<file path="src/hw/rtl/uerm_pkg.sv">
`timescale 1ns / 1ps

package uerm_pkg;

    localparam int DEF_SAMPLE_COUNT = 5;
    localparam int DEF_COUNT_BITS   = 16;

    localparam int DIST_BITS        = 10;
    localparam logic [DIST_BITS-1:0] MAX_DIST_RESET = 10'd400;

    localparam int TRIG_LOW_TICKS   = 2;
    localparam int TRIG_HIGH_TICKS  = 12;

    // 0.0172 cm/tick in tenths: w*172/1000 == w*43/250
    localparam int SCALE_NUM        = 43;
    localparam int SCALE_DEN        = 250;
    localparam int DECIMAL_BASE     = 10;
    localparam int ROUND_LIMIT      = 7;

    typedef enum logic [2:0] {
        PH_IDLE = 3'd0,
        PH_LOW  = 3'd1,
        PH_HIGH = 3'd2,
        PH_WAIT = 3'd3,
        PH_MEAS = 3'd4
    } phase_t;

    typedef enum logic [2:0] {
        CS_RUN   = 3'd0,
        CS_MUL   = 3'd1,
        CS_SCALE = 3'd2,
        CS_DIV   = 3'd3,
        CS_MUL10 = 3'd4,
        CS_ROUND = 3'd5,
        CS_EMIT  = 3'd6
    } ctrl_state_t;

    typedef struct packed {
        logic tick_en;
        logic ld_mul;
        logic ld_scale;
        logic ld_div;
        logic ld_mul10;
        logic ld_round;
        logic out_ld_tick;
        logic out_ld_done;
    } ctrl_cmd_t;

    typedef struct packed {
        logic meas_done;
        logic trigger;
        logic busy;
    } tick_sts_t;

endpackage

</file>
<file path="src/hw/rtl/uerm_ifs.sv">
`timescale 1ns / 1ps

interface uerm_in_if;
    logic valid;
    logic ready;
    logic start_req;
    logic echo_level;

    modport source (output valid, start_req, echo_level, input ready);
    modport sink   (input valid, start_req, echo_level, output ready);
endinterface

interface uerm_out_if;
    logic                           valid;
    logic                           ready;
    logic                           trigger_level;
    logic [uerm_pkg::DIST_BITS-1:0] distance_cm;
    logic                           done_res;
    logic                           busy_res;

    modport source (output valid, trigger_level, distance_cm, done_res, busy_res,
                    input ready);
    modport sink   (input valid, trigger_level, distance_cm, done_res, busy_res,
                    output ready);
endinterface

interface uerm_cfg_if;
    logic                           valid;
    logic                           ready;
    logic [uerm_pkg::DIST_BITS-1:0] max_distance_cm;

    modport source (output valid, max_distance_cm, input ready);
    modport sink   (input valid, max_distance_cm, output ready);
endinterface

</file>
<file path="src/hw/rtl/ultrasonic_echo_ranger_median.sv">
`timescale 1ns / 1ps
// Ordinary tick: result registered the cycle after acceptance; one tick per cycle while
// output is not stalled. Completing tick (last echo fall): result passes MUL, SCALE, DIV,
// MUL10, ROUND, EMIT: two reciprocal multiply/correct passes; no tick taken meanwhile.
// Reset (rst_n low, async): idle, counters and output valid cleared, max distance 400;
// stored echo widths are undefined until written.
module ultrasonic_echo_ranger_median #(
    parameter int SAMPLE_COUNT = uerm_pkg::DEF_SAMPLE_COUNT,
    parameter int COUNT_BITS   = uerm_pkg::DEF_COUNT_BITS
) (
    input  logic        clk,
    input  logic        rst_n,
    uerm_in_if.sink     ticks,
    uerm_out_if.source  results,
    uerm_cfg_if.sink    cfg
);

    uerm_pkg::ctrl_cmd_t   cmd;
    uerm_pkg::tick_sts_t   sts;
    logic [COUNT_BITS-1:0] median;

    assign cfg.ready = 1'b1;

    uerm_ctrl u_ctrl (
        .clk       (clk),
        .rst_n     (rst_n),
        .in_valid  (ticks.valid),
        .in_ready  (ticks.ready),
        .out_valid (results.valid),
        .out_ready (results.ready),
        .sts       (sts),
        .cmd       (cmd)
    );

    uerm_tick #(
        .SAMPLE_COUNT (SAMPLE_COUNT),
        .COUNT_BITS   (COUNT_BITS)
    ) u_tick (
        .clk        (clk),
        .rst_n      (rst_n),
        .tick_en    (cmd.tick_en),
        .start_req  (ticks.start_req),
        .echo_level (ticks.echo_level),
        .sts        (sts),
        .median     (median)
    );

    uerm_conv #(
        .COUNT_BITS (COUNT_BITS)
    ) u_conv (
        .clk           (clk),
        .rst_n         (rst_n),
        .cmd           (cmd),
        .sts           (sts),
        .median        (median),
        .cfg_we        (cfg.valid),
        .cfg_data      (cfg.max_distance_cm),
        .trigger_level (results.trigger_level),
        .distance_cm   (results.distance_cm),
        .done_res      (results.done_res),
        .busy_res      (results.busy_res)
    );

endmodule

</file>
<file path="src/hw/rtl/uerm_ctrl.sv">
`timescale 1ns / 1ps

module uerm_ctrl (
    input  logic                 clk,
    input  logic                 rst_n,
    input  logic                 in_valid,
    output logic                 in_ready,
    output logic                 out_valid,
    input  logic                 out_ready,
    input  uerm_pkg::tick_sts_t  sts,
    output uerm_pkg::ctrl_cmd_t  cmd
);

    uerm_pkg::ctrl_state_t state_reg, state_next;
    logic                  out_valid_reg, out_valid_next;
    logic                  can_load;

    assign can_load  = !out_valid_reg || out_ready;
    assign out_valid = out_valid_reg;

    always_ff @(posedge clk or negedge rst_n)
    begin
        if (!rst_n)
        begin
            state_reg     <= uerm_pkg::CS_RUN;
            out_valid_reg <= 1'b0;
        end
        else
        begin
            state_reg     <= state_next;
            out_valid_reg <= out_valid_next;
        end
    end

    always_comb
    begin
        state_next = state_reg;
        unique case (state_reg)
            uerm_pkg::CS_RUN:
            begin
                if (in_valid && can_load && sts.meas_done)
                    state_next = uerm_pkg::CS_MUL;
            end
            uerm_pkg::CS_MUL:   state_next = uerm_pkg::CS_SCALE;
            uerm_pkg::CS_SCALE: state_next = uerm_pkg::CS_DIV;
            uerm_pkg::CS_DIV:   state_next = uerm_pkg::CS_MUL10;
            uerm_pkg::CS_MUL10: state_next = uerm_pkg::CS_ROUND;
            uerm_pkg::CS_ROUND: state_next = uerm_pkg::CS_EMIT;
            uerm_pkg::CS_EMIT:
            begin
                if (can_load)
                    state_next = uerm_pkg::CS_RUN;
            end
            default:            state_next = uerm_pkg::CS_RUN;
        endcase
    end

    always_comb
    begin
        cmd      = '0;
        in_ready = 1'b0;
        unique case (state_reg)
            uerm_pkg::CS_RUN:
            begin
                in_ready        = can_load;
                cmd.tick_en     = in_valid && can_load;
                // the completing tick is reported after the conversion
                cmd.out_ld_tick = in_valid && can_load && !sts.meas_done;
            end
            uerm_pkg::CS_MUL:   cmd.ld_mul   = 1'b1;
            uerm_pkg::CS_SCALE: cmd.ld_scale = 1'b1;
            uerm_pkg::CS_DIV:   cmd.ld_div   = 1'b1;
            uerm_pkg::CS_MUL10: cmd.ld_mul10 = 1'b1;
            uerm_pkg::CS_ROUND: cmd.ld_round = 1'b1;
            uerm_pkg::CS_EMIT:  cmd.out_ld_done = can_load;
            default:            cmd = '0;
        endcase
    end

    always_comb
    begin
        if (cmd.out_ld_tick || cmd.out_ld_done)
            out_valid_next = 1'b1;
        else if (out_ready)
            out_valid_next = 1'b0;
        else
            out_valid_next = out_valid_reg;
    end

endmodule

</file>
<file path="src/hw/rtl/uerm_tick.sv">
`timescale 1ns / 1ps

module uerm_tick #(
    parameter int SAMPLE_COUNT = uerm_pkg::DEF_SAMPLE_COUNT,
    parameter int COUNT_BITS   = uerm_pkg::DEF_COUNT_BITS
) (
    input  logic                  clk,
    input  logic                  rst_n,
    input  logic                  tick_en,
    input  logic                  start_req,
    input  logic                  echo_level,
    output uerm_pkg::tick_sts_t   sts,
    output logic [COUNT_BITS-1:0] median
);

    localparam int IDX_BITS = $clog2(SAMPLE_COUNT);
    localparam logic [COUNT_BITS-1:0] CNT_MAX = '1;

    uerm_pkg::phase_t      phase_reg, phase_next;
    logic [COUNT_BITS-1:0] tick_count_reg, tick_count_next;
    logic [IDX_BITS-1:0]   sample_index_reg, sample_index_next;
    logic [COUNT_BITS-1:0] count_inc;
    logic                  ins_en;

    // widths kept in ascending order; only the first sample_index entries are live
    logic [COUNT_BITS-1:0] sorted_reg [SAMPLE_COUNT];
    logic [COUNT_BITS-1:0] sorted_next [SAMPLE_COUNT];
    logic                  le [SAMPLE_COUNT];

    assign count_inc = tick_count_reg + COUNT_BITS'(1);
    assign median    = sorted_reg[SAMPLE_COUNT/2];

    always_ff @(posedge clk or negedge rst_n)
    begin
        if (!rst_n)
        begin
            phase_reg        <= uerm_pkg::PH_IDLE;
            tick_count_reg   <= '0;
            sample_index_reg <= '0;
        end
        else if (tick_en)
        begin
            phase_reg        <= phase_next;
            tick_count_reg   <= tick_count_next;
            sample_index_reg <= sample_index_next;
        end
    end

    always_ff @(posedge clk)
    begin
        if (tick_en && ins_en)
            sorted_reg <= sorted_next;
    end

    always_comb
    begin
        for (int k = 0; k < SAMPLE_COUNT; k++)
            le[k] = (IDX_BITS'(k) < sample_index_reg) && (sorted_reg[k] <= tick_count_reg);
        sorted_next[0] = le[0] ? sorted_reg[0] : tick_count_reg;
        for (int k = 1; k < SAMPLE_COUNT; k++)
        begin
            if (le[k])
                sorted_next[k] = sorted_reg[k];
            else if (le[k-1])
                sorted_next[k] = tick_count_reg;
            else
                sorted_next[k] = sorted_reg[k-1];
        end
    end

    // next state
    always_comb
    begin
        phase_next        = phase_reg;
        tick_count_next   = tick_count_reg;
        sample_index_next = sample_index_reg;
        ins_en            = 1'b0;
        unique case (phase_reg)
            uerm_pkg::PH_LOW:
            begin
                tick_count_next = count_inc;
                if (count_inc >= COUNT_BITS'(uerm_pkg::TRIG_LOW_TICKS))
                begin
                    phase_next      = uerm_pkg::PH_HIGH;
                    tick_count_next = '0;
                end
            end
            uerm_pkg::PH_HIGH:
            begin
                tick_count_next = count_inc;
                if (count_inc >= COUNT_BITS'(uerm_pkg::TRIG_HIGH_TICKS))
                begin
                    phase_next      = uerm_pkg::PH_WAIT;
                    tick_count_next = '0;
                end
            end
            uerm_pkg::PH_WAIT:
            begin
                if (echo_level)
                begin
                    phase_next      = uerm_pkg::PH_MEAS;
                    tick_count_next = COUNT_BITS'(1);
                end
            end
            uerm_pkg::PH_MEAS:
            begin
                if (echo_level)
                begin
                    if (tick_count_reg != CNT_MAX)
                        tick_count_next = count_inc;
                end
                else
                begin
                    ins_en          = 1'b1;
                    tick_count_next = '0;
                    if (sample_index_reg == IDX_BITS'(SAMPLE_COUNT - 1))
                    begin
                        phase_next        = uerm_pkg::PH_IDLE;
                        sample_index_next = '0;
                    end
                    else
                    begin
                        phase_next        = uerm_pkg::PH_LOW;
                        sample_index_next = sample_index_reg + IDX_BITS'(1);
                    end
                end
            end
            default:
            begin
                phase_next = uerm_pkg::PH_IDLE;
                if (start_req)
                begin
                    phase_next        = uerm_pkg::PH_LOW;
                    tick_count_next   = '0;
                    sample_index_next = '0;
                end
            end
        endcase
    end

    // per-tick outputs, from the phase at tick start
    always_comb
    begin
        sts = '0;
        unique case (phase_reg)
            uerm_pkg::PH_LOW:  sts.busy = 1'b1;
            uerm_pkg::PH_HIGH:
            begin
                sts.busy    = 1'b1;
                sts.trigger = 1'b1;
            end
            uerm_pkg::PH_WAIT: sts.busy = 1'b1;
            uerm_pkg::PH_MEAS:
            begin
                sts.busy      = 1'b1;
                sts.meas_done = !echo_level
                                && (sample_index_reg == IDX_BITS'(SAMPLE_COUNT - 1));
            end
            default:           sts = '0;
        endcase
    end

endmodule

</file>
<file path="src/hw/rtl/uerm_conv.sv">
`timescale 1ns / 1ps

module uerm_conv #(
    parameter int COUNT_BITS = uerm_pkg::DEF_COUNT_BITS
) (
    input  logic                           clk,
    input  logic                           rst_n,
    input  uerm_pkg::ctrl_cmd_t            cmd,
    input  uerm_pkg::tick_sts_t            sts,
    input  logic [COUNT_BITS-1:0]          median,
    input  logic                           cfg_we,
    input  logic [uerm_pkg::DIST_BITS-1:0] cfg_data,
    output logic                           trigger_level,
    output logic [uerm_pkg::DIST_BITS-1:0] distance_cm,
    output logic                           done_res,
    output logic                           busy_res
);

    localparam int DB         = uerm_pkg::DIST_BITS;
    // width * 43
    localparam int P_BITS     = COUNT_BITS + 6;
    // divide by 250 via floor reciprocal; estimate is exact or one short
    localparam int S250       = P_BITS + 2;
    localparam int M250_BITS  = S250 - 7;
    localparam logic [63:0] M250_FULL = (64'd1 << S250) / 64'(uerm_pkg::SCALE_DEN);
    localparam int PROD_BITS  = P_BITS + M250_BITS;
    localparam int T_BITS     = P_BITS - 7;
    // divide tenths by 10, same scheme
    localparam int S10        = T_BITS + 2;
    localparam int M10_BITS   = S10 - 3;
    localparam logic [63:0] M10_FULL = (64'd1 << S10) / 64'(uerm_pkg::DECIMAL_BASE);
    localparam int PROD10_BITS = T_BITS + M10_BITS;
    localparam int C_BITS     = T_BITS - 3;
    localparam int REM_BITS   = 5;
    localparam int CMP_BITS   = (C_BITS > DB) ? C_BITS : DB;

    logic [P_BITS-1:0]      p_reg;
    logic [PROD_BITS-1:0]   prod_reg;
    logic [T_BITS-1:0]      tenths_reg, tenths_next;
    logic [PROD10_BITS-1:0] prod10_reg;
    logic [C_BITS-1:0]      cm_reg, cm_next;
    logic [DB-1:0]          max_dist_reg;

    logic                   trigger_reg, done_reg, busy_reg;
    logic [DB-1:0]          dist_reg, dist_clamped;

    logic [T_BITS-1:0]      q0;
    logic [P_BITS-1:0]      rem250;
    logic [C_BITS-1:0]      c0;
    logic [REM_BITS-1:0]    rem0, rem1;
    logic                   fix10, round_up;
    logic [CMP_BITS-1:0]    cm_ext, max_ext;

    assign q0          = prod_reg[S250 +: T_BITS];
    assign rem250      = p_reg - P_BITS'(q0) * P_BITS'(uerm_pkg::SCALE_DEN);
    assign tenths_next = q0 + T_BITS'(rem250 >= P_BITS'(uerm_pkg::SCALE_DEN));

    assign c0       = prod10_reg[S10 +: C_BITS];
    assign rem0     = REM_BITS'(tenths_reg - T_BITS'(c0) * T_BITS'(uerm_pkg::DECIMAL_BASE));
    assign fix10    = rem0 >= REM_BITS'(uerm_pkg::DECIMAL_BASE);
    assign rem1     = fix10 ? rem0 - REM_BITS'(uerm_pkg::DECIMAL_BASE) : rem0;
    assign round_up = rem1 > REM_BITS'(uerm_pkg::ROUND_LIMIT);
    assign cm_next  = c0 + C_BITS'(fix10) + C_BITS'(round_up);

    assign cm_ext       = CMP_BITS'(cm_reg);
    assign max_ext      = CMP_BITS'(max_dist_reg);
    assign dist_clamped = (cm_ext > max_ext) ? max_dist_reg : DB'(cm_ext);

    always_ff @(posedge clk or negedge rst_n)
    begin
        if (!rst_n)
            max_dist_reg <= uerm_pkg::MAX_DIST_RESET;
        else if (cfg_we)
            max_dist_reg <= cfg_data;
    end

    always_ff @(posedge clk)
    begin
        if (cmd.ld_mul)
            p_reg <= P_BITS'(median) * P_BITS'(uerm_pkg::SCALE_NUM);
        if (cmd.ld_scale)
            prod_reg <= PROD_BITS'(p_reg) * PROD_BITS'(M250_FULL[M250_BITS-1:0]);
        if (cmd.ld_div)
            tenths_reg <= tenths_next;
        if (cmd.ld_mul10)
            prod10_reg <= PROD10_BITS'(tenths_reg) * PROD10_BITS'(M10_FULL[M10_BITS-1:0]);
        if (cmd.ld_round)
            cm_reg <= cm_next;
    end

    always_ff @(posedge clk)
    begin
        if (cmd.out_ld_tick)
        begin
            trigger_reg <= sts.trigger;
            dist_reg    <= '0;
            done_reg    <= 1'b0;
            busy_reg    <= sts.busy;
        end
        else if (cmd.out_ld_done)
        begin
            trigger_reg <= 1'b0;
            dist_reg    <= dist_clamped;
            done_reg    <= 1'b1;
            busy_reg    <= 1'b1;
        end
    end

    assign trigger_level = trigger_reg;
    assign distance_cm   = dist_reg;
    assign done_res      = done_reg;
    assign busy_res      = busy_reg;

endmodule

</file>
<file path="src/flat_wrapper.sv">
// flat-port wrapper written by rule: the top's interface ports become plain ports
module ultrasonic_echo_ranger_median_flat 
#(
    parameter int SAMPLE_COUNT = uerm_pkg::DEF_SAMPLE_COUNT,
    parameter int COUNT_BITS   = uerm_pkg::DEF_COUNT_BITS
)
  (clk, rst_n, ticks_valid, ticks_start_req, ticks_echo_level, ticks_ready, results_valid, results_trigger_level, results_distance_cm, results_done_res, results_busy_res, results_ready, cfg_valid, cfg_max_distance_cm, cfg_ready);
  uerm_in_if ticks_i ();
  uerm_out_if results_i ();
  uerm_cfg_if cfg_i ();
  input  logic clk;
  input  logic rst_n;
  input wire logic [$bits(ticks_i.valid)-1:0] ticks_valid;
  input wire logic [$bits(ticks_i.start_req)-1:0] ticks_start_req;
  input wire logic [$bits(ticks_i.echo_level)-1:0] ticks_echo_level;
  output wire logic [$bits(ticks_i.ready)-1:0] ticks_ready;
  output wire logic [$bits(results_i.valid)-1:0] results_valid;
  output wire logic [$bits(results_i.trigger_level)-1:0] results_trigger_level;
  output wire logic [$bits(results_i.distance_cm)-1:0] results_distance_cm;
  output wire logic [$bits(results_i.done_res)-1:0] results_done_res;
  output wire logic [$bits(results_i.busy_res)-1:0] results_busy_res;
  input wire logic [$bits(results_i.ready)-1:0] results_ready;
  input wire logic [$bits(cfg_i.valid)-1:0] cfg_valid;
  input wire logic [$bits(cfg_i.max_distance_cm)-1:0] cfg_max_distance_cm;
  output wire logic [$bits(cfg_i.ready)-1:0] cfg_ready;
  assign ticks_i.valid = ticks_valid;
  assign ticks_i.start_req = ticks_start_req;
  assign ticks_i.echo_level = ticks_echo_level;
  assign ticks_ready = ticks_i.ready;
  assign results_valid = results_i.valid;
  assign results_trigger_level = results_i.trigger_level;
  assign results_distance_cm = results_i.distance_cm;
  assign results_done_res = results_i.done_res;
  assign results_busy_res = results_i.busy_res;
  assign results_i.ready = results_ready;
  assign cfg_i.valid = cfg_valid;
  assign cfg_i.max_distance_cm = cfg_max_distance_cm;
  assign cfg_ready = cfg_i.ready;
  ultrasonic_echo_ranger_median #(.SAMPLE_COUNT(SAMPLE_COUNT), .COUNT_BITS(COUNT_BITS)) u_core (.clk(clk), .rst_n(rst_n), .ticks(ticks_i), .results(results_i), .cfg(cfg_i));
endmodule
</file>
<file path="config.mk">
export PLATFORM = sky130hd
export DESIGN_NAME = ultrasonic_echo_ranger_median_flat
export DESIGN_NICKNAME = d
export VERILOG_FILES = /design/src/hw/rtl/uerm_pkg.sv /design/src/hw/rtl/uerm_ifs.sv /design/src/hw/rtl/ultrasonic_echo_ranger_median.sv /design/src/hw/rtl/uerm_ctrl.sv /design/src/hw/rtl/uerm_tick.sv /design/src/hw/rtl/uerm_conv.sv /design/src/flat_wrapper.sv
export SDC_FILE = /design/constraint.sdc
export NUM_CORES = 1
export LEC_CHECK = 0
export BUFFER_PORTS_ARGS = -buffer_cell sky130_fd_sc_hd__buf_2
export CAP_MARGIN = 5
export CORE_AREA = 3 3 196 198
export DETAILED_ROUTE_END_ITERATION = 10
export DIE_AREA = 0 0 199 201
export GPL_TIMING_DRIVEN = 1
export PLACE_DENSITY = 0.73
export SYNTH_ARGS = -nofsm -noshare
export SYNTH_HDL_FRONTEND = slang
export SYNTH_SLANG_ARGS = --single-unit
</file>
<file path="constraint.sdc">
create_clock -name clk -period 12.5 [get_ports clk]
set_clock_uncertainty 0.2 [all_clocks]
set_input_delay 0.625 -clock clk [delete_from_list [all_inputs] [get_ports clk]]
set_output_delay 0.625 -clock clk [all_outputs]
set_load 0.05 [all_outputs]
</file>
==> metrics, run 1 <==
maximum clock rate 0.110 GHz; reg2reg end u_core.u_conv.tenths_reg[14]; count leader, synth ha_1; Total GRT Usage between 20% and 30%; syn_nets 2881; area added between synthesis and finish 5.55%; Initial Utilization 60.1%; Layout Nets 2900; gr ovfl total 0; Iter 0 DRT Violations ~1000; HP Class primary input to asynchronous set/reset pin; Final ANT Viol Nets 0; Die W between 150 and 200 um; Crit. Startpoint u_core.u_conv.prod_reg[25]; num ports 33; Reg2Reg Depth 31; RSZ-0062 raised after global routing no; first-pass GRT wire length 81700 um; CTS tree yes; crit path to u_core.u_conv.tenths_reg[14]; status complete, no violations; Tmin final between 9 and 10 ns; # rows 70; Fin. Hold Viols 0; arrival time at the worst endpoint approximately 9.1 ns; Tcrit/Tclk final between 70% and 80%; Worst-Skew Late Latency ~0.44 ns; crit-path max FO 6; Core Area around 37000 um2; synth cell count leaders 467 x ha_1, 405 x inv_1, 186 x fa_1; post-synthesis cell type count 82; Setup violations, final 0; DIE HEIGHT approximately 200 um; Post-synth EDFFs 126; initial antenna violation count 0; GP Congestion 0.919; cell taking the most area after synthesis ha_1; IO Port Bufs 31; Final Max Tran Viols 0; Synth Flop Type edfxtp_1; Initial DRT Pass Iterations 5; # clock sinks between 150 and 200; vias in the first global route approximately 17000; maximum clock insertion buffer count 2; Syn Inst Count between 2000 and 2500; Placed Instance Area ~23000 um2; fillers just under 3000; Layout Cells excl Fill between 2000 and 3000; Resize count post-CTS 0; max incr delay on CP 0.60 ns; sequential element share of the synthesized area between 20% and 30%; CTS Buf Count 17; Synth Register Bits ~170; setup_tns 0 ns; Max H-tree Level 4; Final Cell Area roughly 23000 um2; crit path max-delay cell type fa_1; yosys warns 0; WL final around 48000 um; Setup crit start kind flip-flop; Die Footprint 40000 um2; # DRC 0; synthesized area per cell about 10 um2; fraction of registers with async set or reset after synthesis between 20% and 30%; largest net degree at the start of global routing 37; worst-margin pin slew approximately 1.2 ns; max_slew headroom approximately 17%; share of cells above drive strength 1 under 10%; vias approximately 16000; R2R Path Start u_core.u_conv.prod_reg[25]; ant diodes 0; area of the multi-input gates 15500 um2; WL per Instance around 18 um; crit path kind flip-flop to flip-flop; Placed Cells 2678; area share of the largest cell type after synthesis between 20% and 30%; Worst-path clk slew 0.07 ns; Mapped Area 22100 um2; DR vias/cell just under 6; Reg area around 4900 um2; internal reg-to-reg setup slack roughly 3.4 ns; postcts setup bufs 0; Root Buffer clkbuf_16; Worst setup EP type flip-flop; Post-CTS Hold Buffers 0; Max-Cap Viols 0; CP Data Required Time between 10 and 15 ns; max reg flops 32; Post-DP HPWL about 38000 um; Synth area leaders ha_1 26%, edfxtp_1 17%, fa_1 17%
-- how the worst min path moves through the flow --
stage / to / startpoint / cells after the start
6_report: u_core.u_tick.tick_count_reg[1] / rst_n / 1
5_1_grt: u_core.u_tick.tick_count_reg[9] / rst_n / 1
4_1_cts: u_core.u_tick.tick_count_reg[8] / rst_n / 1
3_5_place_dp: u_core.u_conv.done_res / u_core.u_conv.done_res / 1
3_3_place_gp: u_core.u_conv.done_res / u_core.u_conv.done_res / 1
2_1_floorplan: u_core.u_conv.max_dist_reg[0] / rst_n / 0
-- layout make-up --
| class | instances | area share [%] |
|---|---|---|
| clock buffers | 20 | 1.92 |
| multi-input cells | 1589 | 66.4 |
| inverters | 407 | 6.56 |
| clock inverters | 12 | 0.478 |
| flip-flops and latches | 173 | 21.1 |
| repair buffers | 42 | 1.04 |
| well taps | 468 | 2.52 |
-- cells in the final DEF, fill, tap and decap left out, types with 36 or more instances in the layout --
master    instances
ha_1            467
inv_1           405
fa_1            186
edfxtp_1        126
nor2_1           94
nand3_1          88
nand2_1          85
a21oi_1          80
xnor2_1          64
o21ai_0          56
nor3_1           37
nand4_1          36
-- cells by family after synthesis --
family | after synthesis | share of synthesized area, %
AOI/OAI and AO/OA | 347 | 10.8
xor gates and xnor gates | 92 | 3.65
adders and majority gates | 653 | 43.4
buffers and inverters | 449 | 7.74
DFF | 173 | 22.3
muxes | 26 | 1.30
other | 1 | 0.0170
and+or+nand+nor | 470 | 10.8
-- routing by layer --
metal | wire length, um | track usage (%) | vias to the layer above
li1 | - | - | 7755
met1 | 21200 | 32.7 | 7871
met2 | 24100 | 44.0 | 341
met3 | 1630 | 2.99 | 73
met4 | 939 | 6.38 | 0
met5 | 0 | 0 | -
-- critical path, delay by kind of cell (launching register included) --
family,cells,cell delay [ns]
compound gates,12,2.77
simple gates,7,1.68
flops,1,0.50
fa+ha+maj,8,3.25
buf+inv,2,0.22
xor+xnor,2,0.21
-- stage by stage --
step           hold slack, ns  setup slack [ns]  utilization (%)
6_report                0.101              3.41             63.4
5_1_grt                 0.150              2.77             63.4
4_1_cts                 0.107              3.46             63.4
3_5_place_dp            0.250              3.51             61.9
3_3_place_gp            0.248              3.87             61.9
2_1_floorplan           0.129              4.44                -
Power of run 1 is left out: the tool's default activity adds up to more than one toggle a clock period on the data nets, which glitch-free logic cannot reach.
==> inputs of run 2 (changes only) <==
Clock period 12.5 ns to 8.9 ns, I/O delays scaled along.
==> run 2 against run 1 <==
  * Non-clock buffer count up 13
  * Cell area increased by 0.80%
  * Sequential share of layout area is 0.17 points lower
  * Global-route usage decreased by 0.20 points
==> metrics, run 2 (synthesis gave the netlist of run 1 again) <==
maximum clock insertion buffer count 2 (unchanged); Worst-Skew Late Latency 0.44 ns (about the same); Die W 199 um (unchanged); Max H-tree Level 4 (unchanged); worst-margin pin slew 1.26 ns (+0.0150 ns); Tmin final 8.45 ns (-0.649 ns); area of the multi-input gates 15500 um2 (+0.24%); Iter 0 DRT Violations 1164 (+12%); CP most frequent cell fa_1; Root Buffer clkbuf_16; Fin. Hold Viols 0 (unchanged); commonest non-fill, non-tap cells in the layout 466 x ha_1, 402 x inv_1, 186 x fa_1, 126 x edfxtp_1, 94 x nor2_1; Crit. Startpoint u_core.u_conv.prod_reg[27]; Routed met1 length 20500 um (-3.3%); maximum clock rate 0.118 GHz (+7.7%); WL final 47200 um (-1.6%); fillers 2933 (+0.27%); most common cell after layout, fill and taps aside ha_1; first-pass GRT wire length 81300 um (-0.49%); Initial Utilization 60.1% (unchanged); setup_tns 0 ns (unchanged); max_slew headroom 15.8% (-1.2 points); Setup violations, final 0 (unchanged); area added between synthesis and finish 6.40%; crit path kind flip-flop to flip-flop; internal reg-to-reg setup slack 0.45 ns (-2.95 ns); largest net degree at the start of global routing 37 (unchanged); Crit path buffers/inverters 2 (unchanged); IO Port Bufs 31 (unchanged); GP Congestion 0.914 (-0.48%); # clock sinks 173 (unchanged); max reg flops 32 (unchanged); CTS Buf Count 17 (unchanged); vias in the first global route 17000 (+1.1%); max incr delay on CP 0.55 ns (-0.05 ns); crit path max-delay cell type or4_4; Reg2Reg Depth 31 (unchanged); Tcrit/Tclk final 94.9% (+22 points); Final Max Tran Viols 0 (unchanged); Initial DRT Pass Iterations 5 (unchanged); largest delay contributor family on the critical path adder cells; # rows 70 (unchanged); Worst setup EP type flip-flop; Post-DP HPWL 38000 um (-1.0%); crit path to u_core.u_conv.tenths_reg[14]; Setup crit start kind flip-flop; routed wl met3 1850 um (+14%); Layout Nets 2913 (+0.45%); stages on the worst setup path 31 (unchanged); vias 16100 (+0.28%); Core Area 36700 um2 (unchanged); # DRC 0 (unchanged); reg2reg end u_core.u_conv.tenths_reg[14]; fin util 64.0% (+0.51 points); ant diodes 0 (unchanged); status complete, no violations; Worst-path clk slew 0.07 ns (about the same); DR top layer met4; DR vias/cell 5.90 (-0.20%); R2R Path Start u_core.u_conv.prod_reg[27]; Reg area 4910 um2 (unchanged); CTS tree yes; Final ANT Viol Nets 0 (unchanged); WL per Instance 17.3 um (-2.0%); arrival time at the worst endpoint 8.42 ns (-0.66 ns); HP Class primary input to flip-flop; num ports 33 (unchanged); CP Data Required Time 8.88 ns (-3.60 ns); share of cells above drive strength 1 6.47% (+0.81 points); gr ovfl total 0 (unchanged); Die Footprint 40000 um2 (unchanged); DIE HEIGHT 201 um (unchanged); Max-Cap Viols 0 (unchanged); crit-path max FO 6 (unchanged); Total GRT Usage 24.8% (-0.20 points); met2 WL 23600 um (-2.0%); initial antenna violation count 0 (unchanged)
-- run 2: layout make-up --
class,count,area share (%)
clock buffer,19,2.03
sequential,173,20.9
multi-input combinational,1589,66.0
tap,468,2.50
timing repair buffer,55,1.48
clock inverter,13,0.538
inverter,407,6.51
-- run 2: routing by layer --
| metal | vias up | track usage [%] |
|---|---|---|
| li1 | 7763 | - |
| met1 | 7860 | 32.1 |
| met2 | 372 | 43.6 |
| met3 | 90 | 2.85 |
| met4 | 0 | 7.28 |
| met5 | - | 0 |
-- run 2: worst min-delay path by stage --
| stage | start | to | slack [ns] | depth (start not counted) |
|---|---|---|---|---|
| floorplan | rst_n | u_core.u_conv.max_dist_reg[0] | -0.05 | 0 |
| global placement | u_core.u_conv.done_res | u_core.u_conv.done_res | 0.25 | 1 |
| detailed placement | u_core.u_conv.done_res | u_core.u_conv.done_res | 0.25 | 1 |
| CTS | cfg_max_distance_cm[6] | u_core.u_conv.max_dist_reg[6] | 0.01 | 3 |
| global route | cfg_max_distance_cm[6] | u_core.u_conv.max_dist_reg[6] | 0.02 | 3 |
| finish | cfg_max_distance_cm[6] | u_core.u_conv.max_dist_reg[6] | 0.03 | 3 |
-- run 2: timing repair --
action	in CTS	in global routing
endpoints found under the hold margin	35	0
resized for setup	1	11
pin swaps	0	5
hold buffers	3	0
setup endpoints to repair	2	15
setup buffers	1	6
-- run 2: through the flow --
step,std cells,hold WS [ns],instance area [um2],setup WS (ns)
final,2724,0.0341,23500,0.454
after global routing,2724,0.0171,23500,-0.0226
after CTS,2717,0.0114,23400,0.0238
after detailed placement,2681,0.250,22700,-0.0652
after global placement,2681,0.248,22700,0.268
after floorplan,2211,-0.0506,22100,0.844
-- run 2: worst min-delay path, stage by stage --
cell and delay (ns):
buf_2 0.07, nand2_1 0.04, o21ai_0 0.07
Power of run 2 is left out for the same reason.
